`config.mk`:
```
export PLATFORM = sky130hd
export DESIGN_NAME = cic_ctrl
export DESIGN_NICKNAME = d
export VERILOG_FILES = /design/src/rtl/cic_pkg.sv /design/src/rtl/cic_ctrl.sv
export SDC_FILE = /design/constraint.sdc
export NUM_CORES = 1
export LEC_CHECK = 0
export BUFFER_PORTS_ARGS = -buffer_cell sky130_fd_sc_hd__buf_2
export CORE_UTILIZATION = 53
export DETAILED_ROUTE_END_ITERATION = 8
export PLACE_DENSITY_LB_ADDON = 0.1
export RECOVER_POWER = 50
export SLEW_MARGIN = 20
export SYNTH_ARGS = -nofsm -noshare
export SYNTH_HDL_FRONTEND = slang
export SYNTH_SLANG_ARGS = --single-unit
```
`constraint.sdc`:
```
create_clock -name clk -period 4 [get_ports clk]
set_input_delay 0.4 -clock clk [delete_from_list [all_inputs] [get_ports clk]]
set_output_delay 0.4 -clock clk [all_outputs]
set_load 0.02 [all_outputs]
```
`src/rtl/cic_pkg.sv`:
```
// ----------------------------------------------------------------------------
// cic_pkg
// Shared types and constants of the cloud-in-cell density deposit block.
// ----------------------------------------------------------------------------
package cic_pkg;

    // Default grid side, in cells.
    localparam int GRID_SIDE_DEF = 32;

    // Field widths.
    localparam int CELL_W = 5;
    localparam int DISP_W = 32;
    localparam int INV_W  = 24;
    localparam int DENS_W = 32;

    // Reset value of the scale register: 1.0 in Q8.16.
    localparam logic [INV_W-1:0] INV_RESET = 24'h010000;

    // Position arithmetic: product, position in Q.16 and integer cell index.
    localparam int PROD_W = DISP_W + INV_W + 1;
    localparam int POS_W  = 42;
    localparam int BASE_W = 26;

    // Modulo unit: the lifted, non-negative index is one bit wider.
    localparam int MOD_W = BASE_W + 1;

    // Weights and their products.
    localparam int WGT_W  = 17;
    localparam int FRAC_W = 16;

    // Function codes of an input beat.
    localparam logic [1:0] FUNC_DEPOSIT    = 2'd0;
    localparam logic [1:0] FUNC_READ       = 2'd1;
    localparam logic [1:0] FUNC_READ_CLEAR = 2'd2;
    localparam logic [1:0] FUNC_RESERVED   = 2'd3;

    // Axis indexes.
    localparam logic [1:0] AXIS_X = 2'd0;
    localparam logic [1:0] AXIS_Z = 2'd2;

    // Last corner of the trilinear stencil.
    localparam logic [2:0] CORNER_LAST = 3'd7;

    // Controller states.
    typedef enum logic [3:0] {
        ST_CLEAR,
        ST_IDLE,
        ST_DECODE,
        ST_POS,
        ST_MOD_START,
        ST_MOD_WAIT,
        ST_CORNER_SETUP,
        ST_WEIGHT,
        ST_MEM_RD,
        ST_MEM_WR,
        ST_READ_WAIT,
        ST_READ_RD,
        ST_READ_OUT
    } state_t;

    // Commands from the controller to the datapath.
    typedef struct packed {
        logic       clr_step;
        logic       load;
        logic       pos_load;
        logic       mod_start;
        logic       axis_store;
        logic       corner_setup;
        logic       weight_mul;
        logic       mem_rd;
        logic       acc_write;
        logic       zero_write;
        logic       out_load;
        logic [1:0] axis;
        logic [2:0] corner;
    } cmd_t;

    // Status from the datapath to the controller.
    typedef struct packed {
        logic clr_last;
        logic mod_busy;
        logic is_deposit;
        logic is_read;
        logic is_read_clear;
        logic out_full;
    } status_t;

endpackage

```
`src/rtl/cic_ctrl.sv`:
```
// ----------------------------------------------------------------------------
// cic_ctrl
// Controller: clearing pass, per-axis position and wrap, eight corner
// read-modify-writes, and cell reads.
// ----------------------------------------------------------------------------
module cic_ctrl (
    input  logic             clk,
    input  logic             rst_n,
    input  logic             in_valid,
    output logic             in_stall,
    input  cic_pkg::status_t status,
    output cic_pkg::cmd_t    cmd
);

    cic_pkg::state_t state_reg, state_next;
    logic [1:0]      axis_reg, axis_next;
    logic [2:0]      corner_reg, corner_next;

    // State and counters.
    always_ff @(posedge clk or negedge rst_n)
    begin
        if (!rst_n)
        begin
            state_reg  <= cic_pkg::ST_CLEAR;
            axis_reg   <= cic_pkg::AXIS_X;
            corner_reg <= '0;
        end
        else
        begin
            state_reg  <= state_next;
            axis_reg   <= axis_next;
            corner_reg <= corner_next;
        end
    end

    // Next state.
    always_comb
    begin
        state_next  = state_reg;
        axis_next   = axis_reg;
        corner_next = corner_reg;
        case (state_reg)
            cic_pkg::ST_CLEAR:
            begin
                if (status.clr_last)
                begin
                    state_next = cic_pkg::ST_IDLE;
                end
            end
            cic_pkg::ST_IDLE:
            begin
                if (in_valid)
                begin
                    state_next = cic_pkg::ST_DECODE;
                end
            end
            cic_pkg::ST_DECODE:
            begin
                axis_next   = cic_pkg::AXIS_X;
                corner_next = '0;
                if (status.is_deposit || status.is_read || status.is_read_clear)
                begin
                    state_next = cic_pkg::ST_POS;
                end
                else
                begin
                    state_next = cic_pkg::ST_IDLE;
                end
            end
            cic_pkg::ST_POS:
            begin
                state_next = cic_pkg::ST_MOD_START;
            end
            cic_pkg::ST_MOD_START:
            begin
                state_next = cic_pkg::ST_MOD_WAIT;
            end
            cic_pkg::ST_MOD_WAIT:
            begin
                if (!status.mod_busy)
                begin
                    if (axis_reg != cic_pkg::AXIS_Z)
                    begin
                        axis_next  = axis_reg + 1'b1;
                        state_next = cic_pkg::ST_POS;
                    end
                    else if (status.is_deposit)
                    begin
                        state_next = cic_pkg::ST_CORNER_SETUP;
                    end
                    else
                    begin
                        state_next = cic_pkg::ST_READ_WAIT;
                    end
                end
            end
            cic_pkg::ST_CORNER_SETUP:
            begin
                state_next = cic_pkg::ST_WEIGHT;
            end
            cic_pkg::ST_WEIGHT:
            begin
                state_next = cic_pkg::ST_MEM_RD;
            end
            cic_pkg::ST_MEM_RD:
            begin
                state_next = cic_pkg::ST_MEM_WR;
            end
            cic_pkg::ST_MEM_WR:
            begin
                if (corner_reg == cic_pkg::CORNER_LAST)
                begin
                    state_next = cic_pkg::ST_IDLE;
                end
                else
                begin
                    corner_next = corner_reg + 1'b1;
                    state_next  = cic_pkg::ST_CORNER_SETUP;
                end
            end
            cic_pkg::ST_READ_WAIT:
            begin
                if (!status.out_full)
                begin
                    state_next = cic_pkg::ST_READ_RD;
                end
            end
            cic_pkg::ST_READ_RD:
            begin
                state_next = cic_pkg::ST_READ_OUT;
            end
            cic_pkg::ST_READ_OUT:
            begin
                state_next = cic_pkg::ST_IDLE;
            end
            default:
            begin
                state_next = cic_pkg::ST_IDLE;
            end
        endcase
    end

    // Outputs.
    always_comb
    begin
        cmd          = '0;
        cmd.axis     = axis_reg;
        cmd.corner   = corner_reg;
        in_stall     = (state_reg != cic_pkg::ST_IDLE);
        case (state_reg)
            cic_pkg::ST_CLEAR:
            begin
                cmd.clr_step = 1'b1;
            end
            cic_pkg::ST_IDLE:
            begin
                cmd.load = in_valid;
            end
            cic_pkg::ST_POS:
            begin
                cmd.pos_load = 1'b1;
            end
            cic_pkg::ST_MOD_START:
            begin
                cmd.mod_start = 1'b1;
            end
            cic_pkg::ST_MOD_WAIT:
            begin
                cmd.axis_store = !status.mod_busy;
            end
            cic_pkg::ST_CORNER_SETUP:
            begin
                cmd.corner_setup = 1'b1;
            end
            cic_pkg::ST_WEIGHT:
            begin
                cmd.weight_mul = 1'b1;
            end
            cic_pkg::ST_MEM_RD:
            begin
                cmd.mem_rd = 1'b1;
            end
            cic_pkg::ST_MEM_WR:
            begin
                cmd.acc_write = 1'b1;
            end
            cic_pkg::ST_READ_WAIT:
            begin
                cmd.corner_setup = 1'b1;
            end
            cic_pkg::ST_READ_RD:
            begin
                cmd.mem_rd = 1'b1;
            end
            cic_pkg::ST_READ_OUT:
            begin
                cmd.out_load   = 1'b1;
                cmd.zero_write = status.is_read_clear;
            end
            default:
            begin
                cmd.load = 1'b0;
            end
        endcase
    end

endmodule

```
**Word-level counts from Yosys, hierarchy flattened**

Index checks and enable logic that the tools add are counted.

- Add/subtract/negate cells: 2
- Multiply operators: 0
- Div/mod/pow operators: 0
- $lt $le $gt $ge: 0
- Eq/ne operators: 21
- Shift operators: 0
- Mux-type cells: 24
- Bitwise logic cells: 0
- Reductions and logical operators: 11

Operator list:

| cell | number |
|---|---|
| 4-bit case mux with 12 select lines | 1 |
| 4-bit 2-to-1 mux | 6 |
| 4-bit equality test, second input constant | 5 |
| 4-bit by 3-bit equality test with 1-bit output, second input constant | 4 |
| 2-bit inequality test, second input constant | 7 |
| 1-bit 2-to-1 mux | 9 |
| 4-bit by 2-bit equality test with 1-bit output, second input constant | 2 |
| 2-bit 2-to-1 mux | 4 |
| 3-bit 2-to-1 mux | 2 |
| 3-bit case mux with 2 select lines | 1 |
| 4-bit by 1-bit equality test with 1-bit output, second input constant | 1 |
| 4-bit logical NOT | 1 |
| 4-bit by 1-bit inequality test with 1-bit output, second input constant | 1 |
| 2-bit case mux with 2 select lines | 1 |
| 4-bit AND reduction | 1 |
| 2-bit nonzero test | 2 |
| 2-bit OR reduction | 2 |
| 3-bit by 1-bit adder with 3-bit output, second input constant | 1 |
| 3-bit equality test, second input constant | 1 |
| 3-bit AND reduction | 1 |
| 2-bit by 1-bit adder with 2-bit output, second input constant | 1 |
| 1-bit logical OR | 2 |
| 2-bit AND reduction | 1 |
| 1-bit logical NOT | 1 |

- Bits in registers: 9
- Latch bits: 0
- RAM bits: 0
- ROM bits: 0
- Input bits: 9
- Output and inout port bits: 17
- Word-level logic and storage cells: 61
- Memories kept: 0

**Logic depth before layout (Yosys ltp)**

Gate-level depths: netlist (run 1).

- Depth in word-level cells: 4
- Mapped depth: 7
- Gate-level depth less buffers: 6

**Worst setup path after synthesis (run 1)**

OpenSTA, ideal clock, no wires.

- Kind: register -> register
- Start point: register state_reg[2]
- End point: register state_reg[2]
- Setup time: 0.125 ns
- Arrival: 1.687 ns
- Required time: 3.875 ns
- Setup slack: 2.188 ns
- Stages on the path, launching flop included: 8
- Buffers on the path: 1
- Period minus slack after synthesis: 1.812 ns
- Path through: dfrtp_1 inv_1 ha_1 buf_4 or4b_1 o21ai_2 or2_4 mux2_4

- Cells in the longest elaborated chain, start to end: 3
- Elaborated cells between the ends (all ways): 18
- Classes of those cells: 15 x eq/ne; 1 x mux; 2 x reduce/logical

RTL lines:

| element | line | RTL |
|---|---|---|
| start: declaration | cic_ctrl.sv:15 | `cic_pkg::state_t state_reg, state_next;` |
| start signal: assignment | cic_ctrl.sv:24 | `state_reg <= cic_pkg::ST_CLEAR;` |
| start signal: assignment | cic_ctrl.sv:30 | `state_reg <= state_next;` |
| 4-bit by 3-bit equality test with 1-bit output (tied with other cells) | cic_ctrl.sv:42 | `case (state_reg)` |
| 2-bit inequality test (no line) | - |  |
| 4-bit AND reduction (no line) | - |  |

Several ways; a longest one is shown, not always the timed one.
A chain may end at the register's enable or synchronous reset.

==> results.md, run 1 <==
- Initial antenna violation count: 0
- Die ar.: 1650 um2
- Final nets: 129
- Post-synth ARST share: 1.00
- CTS tree: done
- Pwr dens: 667 nW/um2
- #FFs+latches synth: 9
- CTS H-tree lvls: 1
- Core Box Area: 1350 um2
- Worst-path clk slew: 0.07 ns
- Maximum VDD drop: 0.416 mV
- Largest net degree at the start of global routing: 14
- Largest register FFs: 4
- GPL Wtd Cong: 0.843
- I/O Buffers: 25
- Hold WC Path Type: in -> reg
- Max-slew violations: 0
- Clk root buf: clkbuf_4
- CTS buffer count: 3
- Post-route setup TNS: 0 ns
- Slew @ Worst Pin: 0.720 ns
- Worst Slack Setup Final: 1.59 ns
- Initial DRC Count: 28
- Ys flop type: dfrtp_1
- Post-synthesis cell type count: 38
- Crit path kind: reg -> out
- DRC: 0
- First-pass iteration count of the detailed router: 4
- Worst-Skew Late Latency: 0.26 ns
- Initial Util: 0.584
- Core Rows: 13
- Pleak: 0.481 nW
- Die width: 40.6 um
- Detailed Place HPWL: 1360 um
- Outcome: finished, final reports clean
- Min cycle time layout: 2.41 ns
- Critical Path Start: state_reg[0]
- Post-route insts no fill: 127
- Avg Inst Size Synth: 8.96 um2
- Synth warnings: 0
- Worst path required time: 3.60 ns
- DP Cell Count: 122
- Total congestion overflow: 0
- Global Route Usage Sum: 0.259
- Multi-input gate area: 508 um2
- Clock skew: 0.00874 ns
- Share of cells above drive strength 1: 0.268
- Via density: 5.81
- Die Height: 40.6 um
- Pre-CTS setup slack: 1.91 ns
- CP max FO: 13
- Post-CTS setup buffer count: 0
- Antenna-violating nets left: 0
- Syn nets: 104
- Final Hold Fails: 0
- Post-Syn Area: 788 um2
- Reg2reg end: state_reg[2]
- Gate Count Post-Synth: 88
- Final Cycle Share: 0.601
- CTS Sinks: 9
- Slew headroom: 0.519
- Critical path arrival: 2.01 ns
- RR Startpoint: state_reg[0]
- Cell Area, Placed: 900 um2
- Antenna fix cells: 0
- Number of synthesized flops with an enable pin: 0
- R2r setup slk: 1.89 ns
- Ports: 26
- Clock buffer depth: 2
- Worst Min Path Start: status[4]
- First-pass GRT wire length: 2770 um
- Filler cells: 123
- R2R depth: 4
- Fin area: 925 um2
- Syn-to-layout area delta: 17.3%
- DR WL/cell: 14.5 um
- Vias in the first global route: 587
- Crit path to: cmd[11]
- RSZ-0062 raised after global routing: false
- Vias: 738
- CP endpoint kind: primary output
- Register area share after synthesis: 0.286
- Max cap viols: 0
- Final Util: 0.685
- Final WL: 1850 um
- Worst Setup Start Kind: flop
- Register area: 225 um2
- Final Setup Violations: 0
- Fmax: 416 MHz
[metrics by stage]
step,hold slack [ns],power (mW)
6_report,0.513,0.617
5_1_grt,0.530,0.666
4_1_cts,0.508,0.619
3_5_place_dp,0.264,0.542
3_3_place_gp,0.262,0.534
2_1_floorplan,0.104,0.460
[routing by layer]
metal	part of all wire	routed length (um)	GRT usage
met4	0.0065	12	0.0750
met2	0.44	806	0.401
met5	0	0	0
met3	0.057	105	0.0500
met1	0.50	922	0.363
[logic make-up after synthesis]
kind of cell,Yosys count,share of synthesized area
AO/OA/AOI/OAI,20,0.200
buffers and inverters,12,0.0698
multiplexers,5,0.0794
flip-flops,9,0.286
AND/OR/NAND/NOR,35,0.254
adder cells (fa/ha/maj),7,0.111
[layout by cell type, fill, tap and decap left out, types with 2 or more instances in the layout]
cell,instances
and2_1,3
clkbuf_1,10
mux2_2,2
ha_1,7
inv_1,6
nor4_1,2
nor2_1,6
a21oi_1,2
and3_1,4
a21o_1,3
nor2b_1,4
mux2_4,2
dfrtp_1,9
nand2_1,5
clkbuf_4,3
o21ai_0,2
buf_2,16
nor3_1,3
and3_2,2
[critical path, stage by stage (launching register included)]
cell and delay [ns]:
dfrtp_1 0.57, nor2b_1 0.65, nand2_1 0.22, nor2_1 0.13, buf_2 0.17
[worst min path at each step]
stage / end / cells past startpoint / slack (ns)
floorplan: axis_reg[0] / 0 / 0.10
finish: axis_reg[1] / 3 / 0.51
global route: axis_reg[0] / 3 / 0.53
detailed placement: corner_reg[2] / 1 / 0.26
global placement: corner_reg[2] / 1 / 0.26
CTS: axis_reg[1] / 3 / 0.51
[power by group]
part           switching (mW)  total (mW)  internal (mW)
Combinational           0.225       0.386          0.160
Sequential             0.0432       0.157          0.114
Clock                  0.0348      0.0733         0.0384
[what timing repair did]
item,4_1_cts,5_1_grt
hold buffers,1,0
endpoints found under the hold margin,9,0
gates resized for setup,0,0
[cell usage after synthesis, drive strengths merged (3+ instances only)]
| cell type | instances | area share |
|---|---|---|
| mux2 | 4 | 0.067 |
| dfrtp | 9 | 0.29 |
| a21o | 3 | 0.029 |
| nor3 | 3 | 0.019 |
| nor2b | 4 | 0.032 |
| and3 | 6 | 0.051 |
| nor2 | 6 | 0.029 |
| buf | 6 | 0.041 |
| inv | 6 | 0.029 |
| o21ai | 4 | 0.030 |
| ha | 7 | 0.11 |
| nand2 | 5 | 0.024 |
| and2 | 3 | 0.024 |
[layout make-up]
class                      instances  area share
timing repair buffer              26       0.134
tap                               15      0.0203
clock buffer                       4      0.0284
multi-input combinational         67       0.549
inverter                           6      0.0244
sequential                         9       0.244
No activity file was read; power rests on OpenSTA's default activity.
==> inputs of run 2 (changes only) <==
--- a/config.mk
+++ b/config.mk
@@ -6,7 +6,7 @@
 export NUM_CORES = 1
 export LEC_CHECK = 0
 export BUFFER_PORTS_ARGS = -buffer_cell sky130_fd_sc_hd__buf_2
-export CORE_UTILIZATION = 53
+export CORE_UTILIZATION = 44
 export DETAILED_ROUTE_END_ITERATION = 8
 export PLACE_DENSITY_LB_ADDON = 0.1
 export RECOVER_POWER = 50
==> constraint.sdc (replaced) <==
create_clock -name clk -period 2.08 [get_ports clk]
set_input_delay 0.208 -clock clk [delete_from_list [all_inputs] [get_ports clk]]
set_output_delay 0.208 -clock clk [all_outputs]
set_load 0.02 [all_outputs]
==> run 2 against run 1 <==
  * Non-clock buffer count is 6 higher
  * Hold slack worse by 0.19 ns
  * Sequential cell count stayed put
  * Largest power group unchanged
  * Final cell count is 12% higher
==> results.md, run 2 (same netlist as run 1, synthesis figures left out) <==
- DP Cell Count: 137
- Share of cells above drive strength 1: 0.322
- Final WL: 1760 um
- Clk root buf: clkbuf_4
- Detailed Place HPWL: 1420 um
- Critical path arrival: 1.96 ns
- Post-cts hold buffer count: 1
- Filler cells: 147
- Min cycle time layout: 1.82 ns
- Final Hold Fails: 0
- Most common cell after layout, fill and taps aside: buf_2
- Antenna-violating nets left: 0
- Die width: 44.3 um
- CP max FO: 4
- I/O Buffers: 25
- R2r setup slk: 0.26 ns
- Worst-path clk slew: 0.06 ns
- Vias in the first global route: 664
- Maximum VDD drop: 0.767 mV
- Ports: 26
- Hold Crit Endpoint: axis_reg[0]
- Core Rows: 14
- Sw Pwr: 581 uW
- Worst Min Path Start: status[4]
- CTS buffer count: 3
- Outcome: finished, final reports clean
- RSZ-0062 raised after global routing: false
- Slew headroom: 0.673
- CTS tree: done
- Clock power share: 0.105
- CTS H-tree lvls: 1
- CP cell instances: inv_1 -> ha_1 -> or4b_1 -> o21ai_2 -> or2_4 -> mux2_4
- Via density: 5.25
- Largest register FFs: 4
- Int Power: 659 uW
- DR WL/cell: 12.4 um
- CTS Sinks: 9
- Crit path buffers/inverters: 1
- First-pass GRT wire length: 3030 um
- CP peak stage delay: 0.45 ns
- Final Util: 0.618
- Vias: 746
- Die ar.: 1960 um2
- Post-CTS setup buffer count: 0
- GPL Wtd Cong: 0.886
- Max cap viols: 0
- Fmax: 549 MHz
- Initial DRC Count: 17
- Worst Slack Setup Final: 0.260 ns
- Hold path cells: 3
- Crit path max-delay family: simple AND/OR/NAND/NOR gates
- R2R depth: 6
- Pleak: 0.527 nW
- Slowest cell on the critical path: or4b_1
- RR Startpoint: state_reg[2]
- Crit path kind: reg -> reg
- Core Box Area: 1590 um2
- Pwr dens: 1260 nW/um2
- Combinational Power Share: 0.661
- Worst-Skew Late Latency: 0.25 ns
- Antenna fix cells: 0
- Syn-to-layout area delta: 24.9%
- Worst Setup Start Kind: flop
- Final Setup Violations: 0
- Largest net degree at the start of global routing: 13
- DRC: 0
- Switching share of power: 0.468
- Seq pwr share: 0.234
- Initial Util: 0.495
- Pre-CTS setup slack: 0.269 ns
- Total congestion overflow: 0
- Die Height: 44.3 um
- Clock buffer depth: 2
- CP endpoint kind: flop
- Post-route setup TNS: 0 ns
- Final nets: 135
- Reg2reg end: state_reg[3]
- Clock skew: 0.00424 ns
- Worst path required time: 2.22 ns
- Global Route Usage Sum: 0.210
- Post-route insts no fill: 142
- Final Cycle Share: 0.875
- Initial antenna violation count: 0
- First-pass iteration count of the detailed router: 4
- Max-slew violations: 0
- Most frequent cells in the layout: buf_2 (19), dfrtp_1 (9), ha_1 (7), clkbuf_1 (7)
- Post_cts resized: 0
- Hold WC Path Type: in -> reg
- Slew @ Worst Pin: 0.491 ns
-- run 2: cell types whose count changed in the layout (fill, tap and decap cells not counted) --
cell,delta
o21ba_1,+1
o21ba_2,-1
buf_2,+3
clkbuf_1,-3
buf_4,+6
-- run 2: how the worst max path moves through the flow --
stage          depth (start not counted)       endpoint          from  slack [ns]
6_report                               6   state_reg[3]  state_reg[2]        0.26
5_1_grt                                6  corner_reg[1]  state_reg[2]         0.1
4_1_cts                                6   state_reg[3]  state_reg[2]        0.26
3_5_place_dp                           6   state_reg[2]  state_reg[2]        0.27
3_3_place_gp                           6   state_reg[2]  state_reg[2]        0.31
2_1_floorplan                          7   state_reg[2]  state_reg[2]        0.27
-- run 2: worst min-delay path, stage by stage --
cell and delay (ns):
buf_2 0.12, nor4_1 0.06, a21o_1 0.14
-- run 2: cell type report --
| cell class | count | area, um2 | share of cell area |
|---|---|---|---|
| repair buffers | 32 | 173 | 0.175 |
| multi-input cells | 67 | 508 | 0.516 |
| inverters | 6 | 22.5 | 0.0229 |
| flip-flops and latches | 9 | 225 | 0.229 |
| clock buffers | 4 | 26.3 | 0.0267 |
| well taps | 24 | 30.0 | 0.0305 |
-- run 2: metrics by stage --
stage               total power, mW  area [um2]  hold slack [ns]
floorplan                     0.884         788          -0.0876
global placement               1.11         956           0.0702
detailed placement             1.11         956           0.0720
CTS                            1.25         992            0.311
global route                   1.35         985            0.322
finish                         1.24         985            0.322
-- run 2: power by group through the flow --
stage          registers [mW]  clock network (mW)  logic [mW]
2_1_floorplan           0.273                   0       0.610
3_3_place_gp            0.289                   0       0.823
3_5_place_dp            0.290                   0       0.823
4_1_cts                 0.287               0.140       0.826
5_1_grt                 0.300               0.149       0.900
6_report                0.290               0.130       0.820
-- run 2: routing by layer --
layer	GRT usage	vias up	wire, um	share of wire
met5	0	-	0	0
met4	0.0909	0	8	0.0045
met3	0.0245	2	108	0.061
met2	0.329	33	767	0.44
met1	0.293	337	877	0.50
li1	-	374	-	-
